--- src/design/qrm_pkg.sv ---
package qrm_pkg;

	// nine entries of the row-major 3x3 matrix
	localparam int NUM_ENTRIES = 9;

	// entries on the main diagonal: 0, 4 and 8
	localparam logic [NUM_ENTRIES-1:0] DIAG_MASK = 9'b100010001;

	// control that travels beside the data through every stage
	typedef struct packed {
		logic                   valid;
		logic                   zero;
		logic [NUM_ENTRIES-1:0] neg;
	} qrm_ctl_t;

endpackage

--- src/design/qrm_back.sv ---
module qrm_back #(
	parameter int FB = 14
) (
	input  logic                                     clk,
	input  logic                                     arst_n,
	input  logic                                     en,
	input  qrm_pkg::qrm_ctl_t                        ctl_in,
	input  logic [qrm_pkg::NUM_ENTRIES-1:0][FB+1:0]  q_in,
	output logic                                     valid_s1,
	output logic                                     zero_s1,
	output logic [qrm_pkg::NUM_ENTRIES-1:0][FB+1:0]  ent_s1
);
	import qrm_pkg::*;

	localparam int QW = FB + 2;
	localparam logic [QW-1:0] ONE = QW'(1) << FB;

	logic [QW:0]   rnd [NUM_ENTRIES];
	logic [QW-1:0] half [NUM_ENTRIES];
	logic [QW-1:0] sat [NUM_ENTRIES];
	logic [QW-1:0] val [NUM_ENTRIES];

	// round half away from zero on the magnitude, clamp, apply sign; identity for the all-zero input
	always_comb begin
		for (int i = 0; i < NUM_ENTRIES; i++) begin
			rnd[i]  = {1'b0, q_in[i]} + (QW+1)'(1);
			half[i] = rnd[i][QW:1];
			sat[i]  = (half[i] > ONE) ? ONE : half[i];
			if (ctl_in.zero) begin
				val[i] = DIAG_MASK[i] ? ONE : '0;
			end else begin
				val[i] = ctl_in.neg[i] ? -sat[i] : sat[i];
			end
		end
	end

	always_ff @(posedge clk or negedge arst_n) begin
		if (!arst_n) begin
			valid_s1 <= 1'b0;
		end else if (en) begin
			valid_s1 <= ctl_in.valid;
		end
	end

	always_ff @(posedge clk) begin
		if (en) begin
			zero_s1 <= ctl_in.zero;
			for (int i = 0; i < NUM_ENTRIES; i++) begin
				ent_s1[i] <= val[i];
			end
		end
	end

endmodule

--- config.mk ---
export PLATFORM = sky130hd
export DESIGN_NAME = qrm_back
export DESIGN_NICKNAME = d
export VERILOG_FILES = /design/src/design/qrm_pkg.sv /design/src/design/qrm_back.sv
export SDC_FILE = /design/constraint.sdc
export NUM_CORES = 1
export LEC_CHECK = 0
export BUFFER_PORTS_ARGS = -buffer_cell sky130_fd_sc_hd__buf_2
export CAP_MARGIN = 15
export CORE_UTILIZATION = 25
export CTS_CLUSTER_SIZE = 30
export DETAILED_ROUTE_END_ITERATION = 7
export SKIP_LAST_GASP = 1
export SLEW_MARGIN = 20
export SYNTH_ARGS = -nofsm -noshare
export SYNTH_HDL_FRONTEND = slang
export SYNTH_SLANG_ARGS = --single-unit
--- constraint.sdc ---
create_clock -name clk -period 0.95 [get_ports clk]
set_input_delay 0.095 -clock clk [delete_from_list [all_inputs] [get_ports clk]]
set_output_delay 0.095 -clock clk [all_outputs]
set_load 0.01 [all_outputs]
==> results.md <==
Die:
- The height of the die is 236 microns.
- For this configuration, the core starts out at a cell density of 25.4%.
- The die covers 55800 sq um.
- The die is 236 microns wide.
- The placeable core region is 54000 sq um.
- The count of standard-cell rows is 85.
- The I/O pin count is 304.

Logic synthesis:
- The sequential cell area fraction in the yosys report is 32.0%.
- The combinational family with the most area after synthesis is simple AND/OR/NAND/NOR gates.
- The netlist uses 95 different library cells.
- The post-synthesis share of cell area spent on and, or, nand and nor gates is 29.1%.
- The largest total area in the synthesized netlist belongs to sky130_fd_sc_hd__edfxtp_1.
- The cell count after synthesis came out at 1668.
- The post-synth net total is 1844.
- Sorting the synthesized cells by how often they occur yields sky130_fd_sc_hd__nand2_1 (160), sky130_fd_sc_hd__nor2_1 (158), sky130_fd_sc_hd__edfxtp_1 (145).
- The proportion of synthesized area in mux cells is 3.49%.
- The proportion of register bits with asynchronous set or reset after synthesis is 0.685%.
- After synthesis the cells add up to 13700 sq um.
- Summing the areas of all xor and xnor instances in the mapped netlist gives 11.2% of the synthesized area.
- Summing the areas of all compound-gate instances in the mapped netlist gives 18.1% of the synthesized area.
- Ranked by total cell area, the synthesized netlist is headed by sky130_fd_sc_hd__edfxtp_1 (32%), sky130_fd_sc_hd__xnor2_1 (6.6%), sky130_fd_sc_hd__xor2_1 (4.6%), sky130_fd_sc_hd__nand2_1 (4.4%), sky130_fd_sc_hd__nor2_1 (4.3%).
- Synthesis inferred 146 register bits.
- Among all flip-flop cells after synthesis, the most frequent one is sky130_fd_sc_hd__edfxtp_1.
- In the post-synthesis netlist, the cell with the most instances is sky130_fd_sc_hd__nand2_1.
- The total of warnings raised by yosys is 0.
- After synthesis, the mean cell area works out to 8.22 sq um.
- After Yosys synthesis, full adders, half adders and majority gates account for 1.64% of the synthesized area.
- The top cell type's share of synthesized area is 31.8%.
- The count of flip-flops with a built-in enable after synthesis is 145.

Timing:
- The number of failing setup endpoints in the final timing report is 309.
- The final critical-path required period is 2.45 ns.
- At the pin with the least slew margin, the transition time is 0.875 ns.
- The final number of max-transition violations is 0.
- The minimum setup slack in the final design is -1.50 ns.
- Setup repair after global routing could not meet its margin everywhere.
- Based on the critical path, the design can be clocked at up to 0.407 GHz.
- The final-report hold violation count is 0.
- The worst relative slew slack is 41.5%.
- The final setup skew is 0 ns.
- The ratio of final minimum period to clock period is 258%.

Place:
- The worst slack at placement is -2.12 ns.
- The total of buffers placed on input and output ports is 303.
- The placer congestion estimate is 0.969.
- Detailed placement ended at an HPWL of 44.8 mm.

Worst setup path:
- STA classifies the critical path endpoint as a register.
- The critical path class is primary input to register.
- The critical path data arrival time is 2.69 ns.
- The biggest fanout along the worst timing path is 5.
- The critical path's largest stage delay is 0.54 ns.
- The critical path required time is 1.19 ns.
- The critical-path cell with the highest stage delay is sky130_fd_sc_hd__or4_4.
- The critical path startpoint category is a primary input.
- Among the stages of the critical path, the cell type that occurs most often is sky130_fd_sc_hd__ha_4.
- The critical path goes through buf_8 > ha_4 > and3_4 > or4_4 > a211oi_2 > o21ai_2 > o31ai_4 > nand2_2 > ha_4 > a21bo_4 > and2_4 > nor2_4 > o311a_1.

Clock tree:
- The clock edge transition at the registers on the reported setup and hold paths is 0.07 ns.
- At the later pin of the worst-skew pair, clock insertion delay measures 0.49 ns.
- Counting the buffers created by CTS gives 17.
- CTS built an H-tree with a depth of 4.
- The clock root buffer is sky130_fd_sc_hd__clkbuf_16.
- The CTS sink count is 146.
- No sink is reached through more buffers than the 2 on the longest clock path.
- TritonCTS built the clock tree.

Power:
- Across the VDD grid, the largest voltage drop is 0.00138 V.
- The power per cell area is 926 nW/um^2.
- Summed over all cells, the static leakage comes to 11.0 nW.
- The design draws 24.1 mW.

Routing:
- The average wire length per cell after detail routing is 17.5 microns.
- Using the TritonRoute via totals, the vias-per-cell ratio works out to 5.05.
- The number of routed nets with antenna violations is 0.
- The iteration count of the initial detailed-routing pass is 7.
- For this run, design rule violations remaining after detail routing come to 0.
- The number of DRC violations after detailed-routing iteration 0 is 1002.
- The total number of vias is 17.2k.
- The final wirelength is 59.6 mm.

Hold path:
- The path class of the tightest hold or removal check is primary input to register.

Layout:
- Relative to the synthesized area, the layout overhead comes to 89.9%.
- The register area is 4380 sq um.
- The number of fill cells in the layout is 4930.
- The number of nets in the finished design is 2858.
- The layout cell share with drive strength beyond 1 is 59.0%.
- The multi-input combinational cells in the finished layout cover a total of 11600 sq um.

Run:
- The max-capacitance violation count is 0.

Global route:
- The first-pass GRT wire length is 90.9 mm.
- The total overflow left after global routing is 0.
- The number of global-route vias before repair came to 17.3k.
- Entering global routing, the biggest net connects 22 pins.
- Global routing consumed, over all layers together, 20.5% of the routing resources.
- The initial antenna violation count came to 18.

Status:
- The checks that failed: negative setup slack.
- The flow ran to the end, but the final reports show violations.
## critical path, delay by kind of cell
kind                       cells  cell delay, ns
AOI/OAI and AO/OA              5            1.09
adders and majority gates      2            0.35
and+or+nand+nor                5            1.04
buffers and inverters          1            0.10
## flip-flops by register name, indices dropped and copies added (netlist names)
name and flops:
valid_s1 1, ent_s1 144, zero_s1 1
## power breakdown
part	switching (mW)	total, mW	internal [mW]
registers	0.220	7.97	7.75
logic	4.79	9.52	4.73
clock network	3.22	6.61	3.40
## worst paths after layout
path                                 startpoint                         to  slack [ns]  cells past startpoint
max                                    q_in[96]  ent_s1[106]$_SDFFCE_PP0P_       -1.50                     13
min                                   ctl_in[1]   ent_s1[30]$_SDFFCE_PP0P_        0.10                      3
max reg2reg                valid_s1$_DFFE_PN0P_       valid_s1$_DFFE_PN0P_        0.21                      1
min reg2reg                valid_s1$_DFFE_PN0P_       valid_s1$_DFFE_PN0P_        0.51                      1
max in group asynchronous                arst_n       valid_s1$_DFFE_PN0P_        0.37                      3
min in group asynchronous                arst_n       valid_s1$_DFFE_PN0P_        0.47                      3
## cell type report
| cell class | count | area share, % |
|---|---|---|
| Antenna cell | 8 | 0.0769 |
| Clock buffer | 17 | 1.63 |
| Clock inverter | 15 | 0.466 |
| Inverter | 47 | 0.707 |
| Multi-Input combinational cell | 1369 | 44.7 |
| Sequential cell | 146 | 16.8 |
| Tap cell | 696 | 3.35 |
| Timing Repair Buffer | 1101 | 32.2 |
## metal layers
| metal | global-route usage [%] | wire length (microns) |
|---|---|---|
| met5 | 0 | 94 |
| met4 | 7.63 | 1840 |
| met3 | 4.72 | 3420 |
| met2 | 35.5 | 29500 |
| met1 | 24.7 | 24800 |
## cells by family after synthesis
| family | Yosys count |
|---|---|
| AO/OA/AOI/OAI | 365 |
| XOR/XNOR | 175 |
| adder cells (fa/ha/maj) | 18 |
| buffers and inverters | 153 |
| flip-flops | 146 |
| multiplexers | 46 |
| AND/OR/NAND/NOR | 765 |
## layout by cell type (no fill, tap or decap), types with 12 or more instances in the layout
cell type and count:
sky130_fd_sc_hd__nor2_2 15, sky130_fd_sc_hd__a31oi_1 22, sky130_fd_sc_hd__nor2_4 31, sky130_fd_sc_hd__ha_4 18, sky130_fd_sc_hd__clkbuf_16 17, sky130_fd_sc_hd__xnor2_1 91
sky130_fd_sc_hd__and3_1 34, sky130_fd_sc_hd__nor2_1 112, sky130_fd_sc_hd__o21ai_2 20, sky130_fd_sc_hd__nand2_1 108, sky130_fd_sc_hd__buf_6 129, sky130_fd_sc_hd__a21oi_1 41
sky130_fd_sc_hd__nor3_1 33, sky130_fd_sc_hd__o21ai_0 48, sky130_fd_sc_hd__buf_2 259, sky130_fd_sc_hd__and3_4 22, sky130_fd_sc_hd__nor3_4 16, sky130_fd_sc_hd__nand3_1 66
sky130_fd_sc_hd__buf_8 21, sky130_fd_sc_hd__nand3_2 16, sky130_fd_sc_hd__a211oi_2 13, sky130_fd_sc_hd__a21oi_2 31, sky130_fd_sc_hd__or3_1 16, sky130_fd_sc_hd__nand2_2 31
sky130_fd_sc_hd__nand2b_1 19, sky130_fd_sc_hd__buf_4 678, sky130_fd_sc_hd__nand4_1 43, sky130_fd_sc_hd__edfxtp_1 145, sky130_fd_sc_hd__inv_1 38, sky130_fd_sc_hd__nand2_4 19
sky130_fd_sc_hd__xor2_1 65, sky130_fd_sc_hd__o21ai_1 18, sky130_fd_sc_hd__mux2i_1 23, sky130_fd_sc_hd__and2_1 14, sky130_fd_sc_hd__o211ai_1 12, sky130_fd_sc_hd__nor4_1 12
sky130_fd_sc_hd__nor3_2 16
## metrics by stage
| step | setup TNS, ns | std cells | util, % | instance area, sq um | hold slack, ns |
|---|---|---|---|---|---|
| 3_3_place_gp | -223.67 | 3227 | 40.6 | 21900 | -0.130 |
| 6_report | -175.70 | 3399 | 48.2 | 26000 | 0.102 |
| 2_1_floorplan | -194.01 | 1668 | - | 15200 | -0.201 |
| 3_5_place_dp | -229.28 | 3227 | 40.6 | 21900 | -0.129 |
| 4_1_cts | -167.66 | 3353 | 45.9 | 24800 | 0.0559 |
| 5_1_grt | -191.22 | 3396 | 48.2 | 26000 | 0.0877 |
## repair_timing
action                     in CTS  in global routing
pin swaps                     191                187
cloned                          1                  0
hold buffers                    4                  0
setup buffers                  98                 64
hold endpoints to repair       11                  0
gates resized for setup       381                223
setup endpoints to repair     290                292
Power figures use the tool's default switching activity.
