--- src/design/qrm_pkg.sv ---
package qrm_pkg;

	// nine entries of the row-major 3x3 matrix
	localparam int NUM_ENTRIES = 9;

	// entries on the main diagonal: 0, 4 and 8
	localparam logic [NUM_ENTRIES-1:0] DIAG_MASK = 9'b100010001;

	// control that travels beside the data through every stage
	typedef struct packed {
		logic                   valid;
		logic                   zero;
		logic [NUM_ENTRIES-1:0] neg;
	} qrm_ctl_t;

endpackage

--- src/design/qrm_div_stage.sv ---
module qrm_div_stage #(
	parameter int NW    = 33,
	parameter int QW    = 16,
	parameter bit FIRST = 1'b0
) (
	input  logic                                   clk,
	input  logic                                   arst_n,
	input  logic                                   en,
	input  qrm_pkg::qrm_ctl_t                      ctl_in,
	input  logic [NW-1:0]                          n_in,
	input  logic [qrm_pkg::NUM_ENTRIES-1:0][NW-1:0] rem_in,
	input  logic [qrm_pkg::NUM_ENTRIES-1:0][QW-1:0] q_in,
	output qrm_pkg::qrm_ctl_t                      ctl_s1,
	output logic [NW-1:0]                          n_s1,
	output logic [qrm_pkg::NUM_ENTRIES-1:0][NW-1:0] rem_s1,
	output logic [qrm_pkg::NUM_ENTRIES-1:0][QW-1:0] q_s1
);
	import qrm_pkg::*;

	// one quotient bit per lane, restoring
	logic [NW:0]    trial [NUM_ENTRIES];
	logic           ge    [NUM_ENTRIES];
	logic [NW:0]    diff  [NUM_ENTRIES];

	always_comb begin
		for (int i = 0; i < NUM_ENTRIES; i++) begin
			trial[i] = FIRST ? {1'b0, rem_in[i]} : {rem_in[i], 1'b0};
			ge[i]    = trial[i] >= {1'b0, n_in};
			diff[i]  = trial[i] - {1'b0, n_in};
		end
	end

	logic                   valid_s1;
	logic                   zero_s1;
	logic [NUM_ENTRIES-1:0] neg_s1;

	always_ff @(posedge clk or negedge arst_n) begin
		if (!arst_n) begin
			valid_s1 <= 1'b0;
		end else if (en) begin
			valid_s1 <= ctl_in.valid;
		end
	end

	always_ff @(posedge clk) begin
		if (en) begin
			zero_s1 <= ctl_in.zero;
			neg_s1  <= ctl_in.neg;
			n_s1    <= n_in;
			for (int i = 0; i < NUM_ENTRIES; i++) begin
				rem_s1[i] <= ge[i] ? diff[i][NW-1:0] : trial[i][NW-1:0];
				q_s1[i]   <= {q_in[i][QW-2:0], ge[i]};
			end
		end
	end

	assign ctl_s1 = {valid_s1, zero_s1, neg_s1};

endmodule

--- config.mk ---
export PLATFORM = sky130hd
export DESIGN_NAME = qrm_div_stage
export DESIGN_NICKNAME = d
export VERILOG_FILES = /design/src/design/qrm_pkg.sv /design/src/design/qrm_div_stage.sv
export SDC_FILE = /design/constraint.sdc
export NUM_CORES = 1
export LEC_CHECK = 0
export BUFFER_PORTS_ARGS = -buffer_cell sky130_fd_sc_hd__clkbuf_2
export CAP_MARGIN = 20
export CELL_PAD_IN_SITES_DETAIL_PLACEMENT = 0
export CELL_PAD_IN_SITES_GLOBAL_PLACEMENT = 2
export CORE_AREA = 2 2 377 379
export DETAILED_ROUTE_END_ITERATION = 10
export DIE_AREA = 0 0 379 381
export HOLD_SLACK_MARGIN = 0.15
export PLACE_DENSITY = 0.63
export SLEW_MARGIN = 20
export SYNTH_ARGS = -nofsm -noshare
export SYNTH_HDL_FRONTEND = slang
export SYNTH_SLANG_ARGS = --single-unit
export TNS_END_PERCENT = 20
--- constraint.sdc ---
create_clock -name clk -period 1 [get_ports clk]
set_input_delay 0.15 -clock clk [delete_from_list [all_inputs] [get_ports clk]]
set_output_delay 0.15 -clock clk [all_outputs]
set_load 0.02 [all_outputs]
==> results of run 1 <==
## cells by family after synthesis
family	count (synthesis)	synth area share
AO/OA/AOI/OAI	1034	0.1931
XOR/XNOR	254	0.06701
adder cells (fa/ha/maj)	306	0.1174
buffers and inverters	218	0.02732
flip-flops	485	0.4385
multiplexers	112	0.04074
AND/OR/NAND/NOR	835	0.1160
## final timing paths
kind / to / slack, ns / depth (start not counted)
max in group asynchronous: valid_s1 / 0.56 / 3
min: rem_s1[1] / -0.09 / 3
max reg2reg: valid_s1 / 0.25 / 1
min in group asynchronous: valid_s1 / 0.33 / 3
max: rem_s1[295] / -1.77 / 12
min reg2reg: valid_s1 / 0.52 / 1
## cells in the mapped netlist, drive strengths merged (19+ instances only)
library cell  number  area [um^2]
edfxtp           484        14530
a21oi            395         1977
ha               297         3716
nor2             291         1092
nand2            230        863.3
o21ai            209         1046
a21o             156         1171
xnor2            150         1314
inv              118        442.9
mux2             107         1302
xor2             104        910.9
clkbuf            73        274.0
nand3             62        310.3
nand4             50        312.8
o21a              41        307.8
nor3              40        205.2
nand2b            38        237.7
nor2b             35        219.0
o21bai            31        232.7
a31oi             30        187.7
buf               26        180.2
a211oi            21        162.6
and3              20        125.1
o31ai             19        147.6
## through the flow
step	setup slack (ns)	power, W	hold WS (ns)	instances
finish	-1.771	0.08422	-0.08531	7930
global route	-1.891	0.08793	-0.1012	7923
CTS	-1.794	0.08264	-0.2347	7826
detailed placement	-2.722	0.05707	-0.07273	7178
global placement	-2.677	0.05712	-0.07414	7178
floorplan	-2.138	0.04137	-0.1456	3244
## power groups by stage
stage	clock, W	combinational, W	sequential, W
3_3_place_gp	0	0.0296	0.0275
4_1_cts	0.0234	0.0321	0.0271
5_1_grt	0.0241	0.0366	0.0273
2_1_floorplan	0	0.0111	0.0302
6_report	0.0229	0.0342	0.0271
3_5_place_dp	0	0.0296	0.0275
## routing by layer
| metal | part of all wire | global-route usage | vias up | wire length, um |
|---|---|---|---|---|
| met5 | 0.000086 | 0 | - | 16 |
| met4 | 0.047 | 0.1023 | 2 | 8791 |
| met3 | 0.049 | 0.03490 | 250 | 9196 |
| met2 | 0.51 | 0.4440 | 1086 | 95040 |
| met1 | 0.40 | 0.2844 | 17946 | 73950 |
| li1 | - | - | 17694 | - |
## flip-flops by register name (all words and copies together), names as in the netlist
| signal | flops |
|---|---|
| n_s1 | 33 |
| neg_s1 | 9 |
| q_s1 | 144 |
| rem_s1 | 297 |
| valid_s1 | 1 |
| zero_s1 | 1 |
## cell type report
| type | instances | area [um^2] |
|---|---|---|
| fillers | 13872 | 79640 |
| inverters | 118 | 505.5 |
| flip-flops and latches | 485 | 14560 |
| repair buffers | 2765 | 21380 |
| diodes | 21 | 52.55 |
| clock buffers | 71 | 1551 |
| well taps | 1890 | 2365 |
| multi-input cells | 2541 | 20020 |
| clock inverters | 39 | 478.0 |
## cell usage in the layout, fill, tap and decap left out, types with 27 or more instances in the layout
cell type	synthesis	routed
a21o_1	156	156
a21oi_1	395	328
a21oi_2	0	63
buf_12	3	79
buf_4	2	1125
buf_6	1	45
clkbuf_16	0	74
clkbuf_2	0	952
dlygate4sd3_1	0	520
edfxtp_1	484	484
ha_1	297	228
ha_4	0	63
inv_1	118	88
mux2_2	81	61
mux2_4	26	46
nand2_1	230	225
nand2b_1	38	37
nand3_1	62	60
nand4_1	50	50
nor2_1	291	234
nor2_2	0	31
nor2b_1	35	27
nor3_1	39	34
o21a_1	41	40
o21ai_0	203	162
o21ai_1	6	28
o21bai_1	31	29
xnor2_1	150	149
xor2_1	104	102
## worst max-delay path: cells and delay by family
| kind | cells | cell delay (ns) |
|---|---|---|
| AND/OR/NAND/NOR | 3 | 0.59 |
| buffers and inverters | 2 | 0.68 |
| multiplexers | 1 | 0.27 |
| XOR/XNOR | 1 | 0.17 |
| adder cells (fa/ha/maj) | 1 | 0.26 |
| AO/OA/AOI/OAI | 4 | 1.08 |
## timing repair
action / CTS / global route
endpoints found under the hold margin: 824 / 27
endpoints found under the setup margin: 791 / 791
gates resized for setup: 141 / 434
setup buffers: 17 / 70
cloned: 4 / 16
pin swaps: 43 / 141
hold buffers: 517 / 15
==> impl_metrics.tcl, run 1 <==
set metrics [dict create \
    rsz0062_at_grt "true" \
    hold_slack_ns -0.08531 \
    rows 138 \
    postSynthNetCount 4038 \
    path_cells "clkbuf_2 > dlygate4sd3_1 > ha_4 > and3_4 > a221o_1 > a221o_1 > a311oi_2 > nand3b_1 > and2_4 > o311ai_2 > xor2_1 > mux2_4" \
    start_util 0.2362 \
    hpwl_um 147400 \
    cp_common_cell "a221o_1" \
    grt_use_total 0.2446 \
    drc 0 \
    drt_iter0_drc 2117 \
    critPathMaxStageDelay_ns 0.60 \
    dieArea_um2 144400 \
    ys_types 81 \
    dieHeight_um 381 \
    final_layout_size_suffix_gt1_frac 0.4684 \
    fin_crit_ns 2.771 \
    cp.required_ns 1.44 \
    vdd_drop_max_v 0.001239 \
    wl_um 187000 \
    p_leak_nw 27.60 \
    area_delta_synth_final_pct 83.46 \
    cap_violations 0 \
    intPower_w 0.05497 \
    grt_first_pass_wirelength_um 254700 \
    cts_tree "done" \
    final_cell_area_um2 60910 \
    tightest_slew_ns 0.5182 \
    worst_setup_path_end_kind "flop" \
    finalHoldViolCount 1 \
    grt_pass1_vias 37439 \
    clock-sinks 485 \
    p_seq_frac 0.322 \
    nNetsFinal 6764 \
    seq_area_frac_synth 0.4385 \
    r2r_start "valid_s1" \
    antenna_found_initial 32 \
    synth.avg_cell_area_um2 10.23 \
    core_area_um2 140600 \
    arrival_ns 3.21 \
    netlist_area_um2 33200 \
    yosys_warnings 0 \
    violations "hold timing, setup timing" \
    synth-main-ff-cell "edfxtp_1" \
    critPathKind "input pin to flop" \
    die_x_um 379 \
    status "complete, but fails checks" \
    async_flop_share 0.002062 \
    htreeDepth 2 \
    numCtsBuffers 59 \
    final.setup.tns_ns -663.14 \
    pwr_density_cell_nw_per_um2 1383 \
    cp_max_fo 5 \
    post-route-worst-setup-slack_ns -1.771 \
    clockPowerShare 0.272 \
    switching_share 0.3473 \
    via_per_inst 4.663 \
    hold_path_class "input pin to flop" \
    cts.clk_slew.worst_paths_ns 0.06 \
    setup_viol 838 \
    post_dp_cell_area_um2 49910 \
    fmax_ghz 0.3609 \
    firstDrtPassIters 5 \
    place.gp.congestion 0.9088 \
    holdCritStartpoint "rem_in[0]" \
    grt_overflow 0 \
    netSwitchingPower_w 0.02925 \
    synth_cells 3244 \
    final_util 0.4333 \
    cts_buffer_depth 3 \
    insertion_delay_ns 0.67 \
    slew_headroom 0.6534 \
    period_share 2.771 \
    fin_skew_ns 0 \
    cts_root_buf "clkbuf_16" \
    io_pins 973 \
    crit_slowest_cell "dlygate4sd3_1" \
    io_buffers 963 \
    vias 36978 \
    wl_per_cell_um 23.58 \
    finalMaxSlewViolations 0 \
    critPathLaunch "rem_in[271]" \
    grt_max_degree 41 \
    antenna_left 0 \
    synth_edf_count 484 \
    p_comb_frac 0.406 \
    ys_seq_elements 485 \
    worst_setup_path_start_kind "input pin" \
]
(Power assumes the default switching activity.)
==> run 2, diff against run 1 <==
- CELL_PAD_IN_SITES_DETAIL_PLACEMENT: 0 -> not set
- CELL_PAD_IN_SITES_GLOBAL_PLACEMENT: 2 -> not set
- CORE_AREA: 2 2 377 379 -> 2 2 379 381
- DIE_AREA: 0 0 379 381 -> 0 0 381 383
- PLACE_DENSITY: 0.63 -> 0.42
==> impl_metrics.tcl, run 2 (synthesis gave the netlist of run 1 again) <==
set metrics [dict create \
    status "complete, but fails checks" \
    violations "hold timing, setup timing" \
    critPathKind "input pin to flop" \
    holdPathStages 2 \
    clock-sinks 485 \
    worst_setup_path_start_kind "input pin" \
    grt_pass1_vias 37786 \
    finalMaxSlewViolations 0 \
    top_regs "rem_s1 (297), q_s1 (144), n_s1 (33)" \
    wl_um 192200 \
    firstDrtPassIters 5 \
    post-route-worst-setup-slack_ns -1.910 \
    slew_headroom 0.5317 \
    largest_register_ffs 297 \
    insertion_delay_ns 0.66 \
    grt_use_total 0.2493 \
    rr_endpoint "valid_s1" \
    io_buffers 963 \
    io_pins 973 \
    fin_skew_ns 0 \
    dieArea_um2 145900 \
    cts_tree "done" \
    start_util 0.2334 \
    nNetsFinal 6813 \
    grt_max_degree 41 \
    final.setup.tns_ns -846.68 \
    cts_buffer_depth 3 \
    rsz0062_at_grt "true" \
    place_ws_ns -2.662 \
    final_common_cell "buf_4" \
    cp.required_ns 1.39 \
    fmax_ghz 0.3437 \
    vdd_drop_max_v 0.001136 \
    hpwl_um 147800 \
    r2r_start "valid_s1" \
    finalHoldViolCount 2 \
    arrival_ns 3.30 \
    hold_path_class "input pin to flop" \
    cts.clk_slew.worst_paths_ns 0.06 \
    holdCritStartpoint "rem_in[45]" \
    rows 139 \
    dieHeight_um 383 \
    final_layout_size_suffix_gt1_frac 0.5091 \
    tightest_slew_ns 0.6951 \
    cap_violations 0 \
    wl_per_cell_um 24.03 \
    p_leak_nw 28.47 \
    grt_overflow 0 \
    layout_common_cells "1131 x buf_4, 946 x clkbuf_2, 497 x dlygate4sd3_1, 484 x edfxtp_1, 275 x a21oi_1" \
    regMostFlops "rem_s1" \
    cp_max_fo 7 \
    drt_iter0_drc 1947 \
    setup_viol 1275 \
    hold_slack_ns -0.1279 \
    r2r_setup_slack_ns 0.20 \
    area_delta_synth_final_pct 91.44 \
    pwr_density_cell_nw_per_um2 1388 \
    core_area_um2 142300 \
    worst_setup_path_end_kind "flop" \
    vias 37456 \
    antenna_left 0 \
    htreeDepth 3 \
    drc 0 \
    numCtsBuffers 66 \
    die_x_um 381 \
    cts_root_buf "clkbuf_16" \
    period_share 2.910 \
    antenna_found_initial 44 \
    grt_first_pass_wirelength_um 262200 \
    via_per_inst 4.683 \
    worstRegToRegCells 1 \
    fin_crit_ns 2.910 \
    place.gp.congestion 0.9223 \
    hold_end "rem_s1[46]" \
]
-- run 2: cell types whose count changed in the layout (fill, tap and decap cells not counted), moves of 23 or more --
cell           change
mux2_4            +30
mux2_2            -30
buf_6             +34
o21ai_0           -29
a21oi_2           +36
dlygate4sd3_1     -23
nor2_1            -62
nor2_4            +51
a21oi_1           -53
-- run 2: repair_timing --
item / CTS / global route
endpoints found under the hold margin: 736 / 27
endpoints found under the setup margin: 791 / 1275
gates resized for setup: 495 / 547
buffers inserted: 115 / 84
hold buffers: 492 / 20
gates cloned: 21 / 12
pin swaps: 137 / 200
-- run 2: area by class of cell --
type                    instances  area (um^2)
clock inverters                46        501.7
inverters                     118        541.8
clock buffers                  74         1682
multi-input cells            2541        21730
diodes                         24        60.06
well taps                    1903         2381
repair buffers               2807        22100
fillers                     13700        78710
flip-flops and latches        485        14560
-- run 2: critical path: stages --
cell        delay [ns]
clkbuf_16         0.11
clkinvlp_4        0.08
buf_12            0.15
buf_12            0.13
ha_4              0.26
buf_6             0.10
o211ai_1          0.13
a21oi_4           0.17
o211ai_1          0.13
nor3b_4           0.18
o21bai_2          0.17
a2111oi_4         0.10
a211o_4           0.34
o311ai_4          0.39
buf_6             0.21
buf_12            0.15
mux2_4            0.31
-- run 2: metal layers --
metal,track usage,routed length [um],up-vias
li1,-,-,17790
met1,0.2820,75140,18167
met2,0.4472,97210,1172
met3,0.04149,9203,313
met4,0.1326,10550,14
met5,0,84,-
-- run 2: stage by stage --
step / utilization / total power (W) / hold WS, ns / cells / area [um^2]
5_1_grt: 0.4467 / 0.09218 / -0.1644 / 7994 / 63550
3_5_place_dp: 0.3488 / 0.05682 / -0.07078 / 7157 / 49620
6_report: 0.4467 / 0.08820 / -0.1279 / 7998 / 63560
4_1_cts: 0.4257 / 0.08638 / -0.2334 / 7899 / 60560
2_1_floorplan: - / 0.04137 / -0.1456 / 3244 / 33490
3_3_place_gp: 0.3488 / 0.05691 / -0.07395 / 7157 / 49620
-- run 2: where the power goes --
part / internal (W) / leakage (nW) / switching [W] / total [W]
Clock: 0.0139 / 1.07 / 0.0106 / 0.0246
Sequential: 0.0258 / 4.75 / 0.00124 / 0.0270
Combinational: 0.0174 / 22.7 / 0.0192 / 0.0366
Total: 0.0572 / 28.5 / 0.0310 / 0.0882
-- run 2: how the worst max path moves through the flow --
stage	slack [ns]	end	from
after floorplan	-2.14	rem_s1[38]	n_in[5]
after global placement	-2.68	rem_s1[31]	n_in[2]
after detailed placement	-2.66	rem_s1[214]	n_in[3]
after CTS	-1.79	rem_s1[64]	n_in[5]
after global routing	-1.95	rem_s1[5]	n_in[5]
final	-1.91	rem_s1[17]	n_in[5]
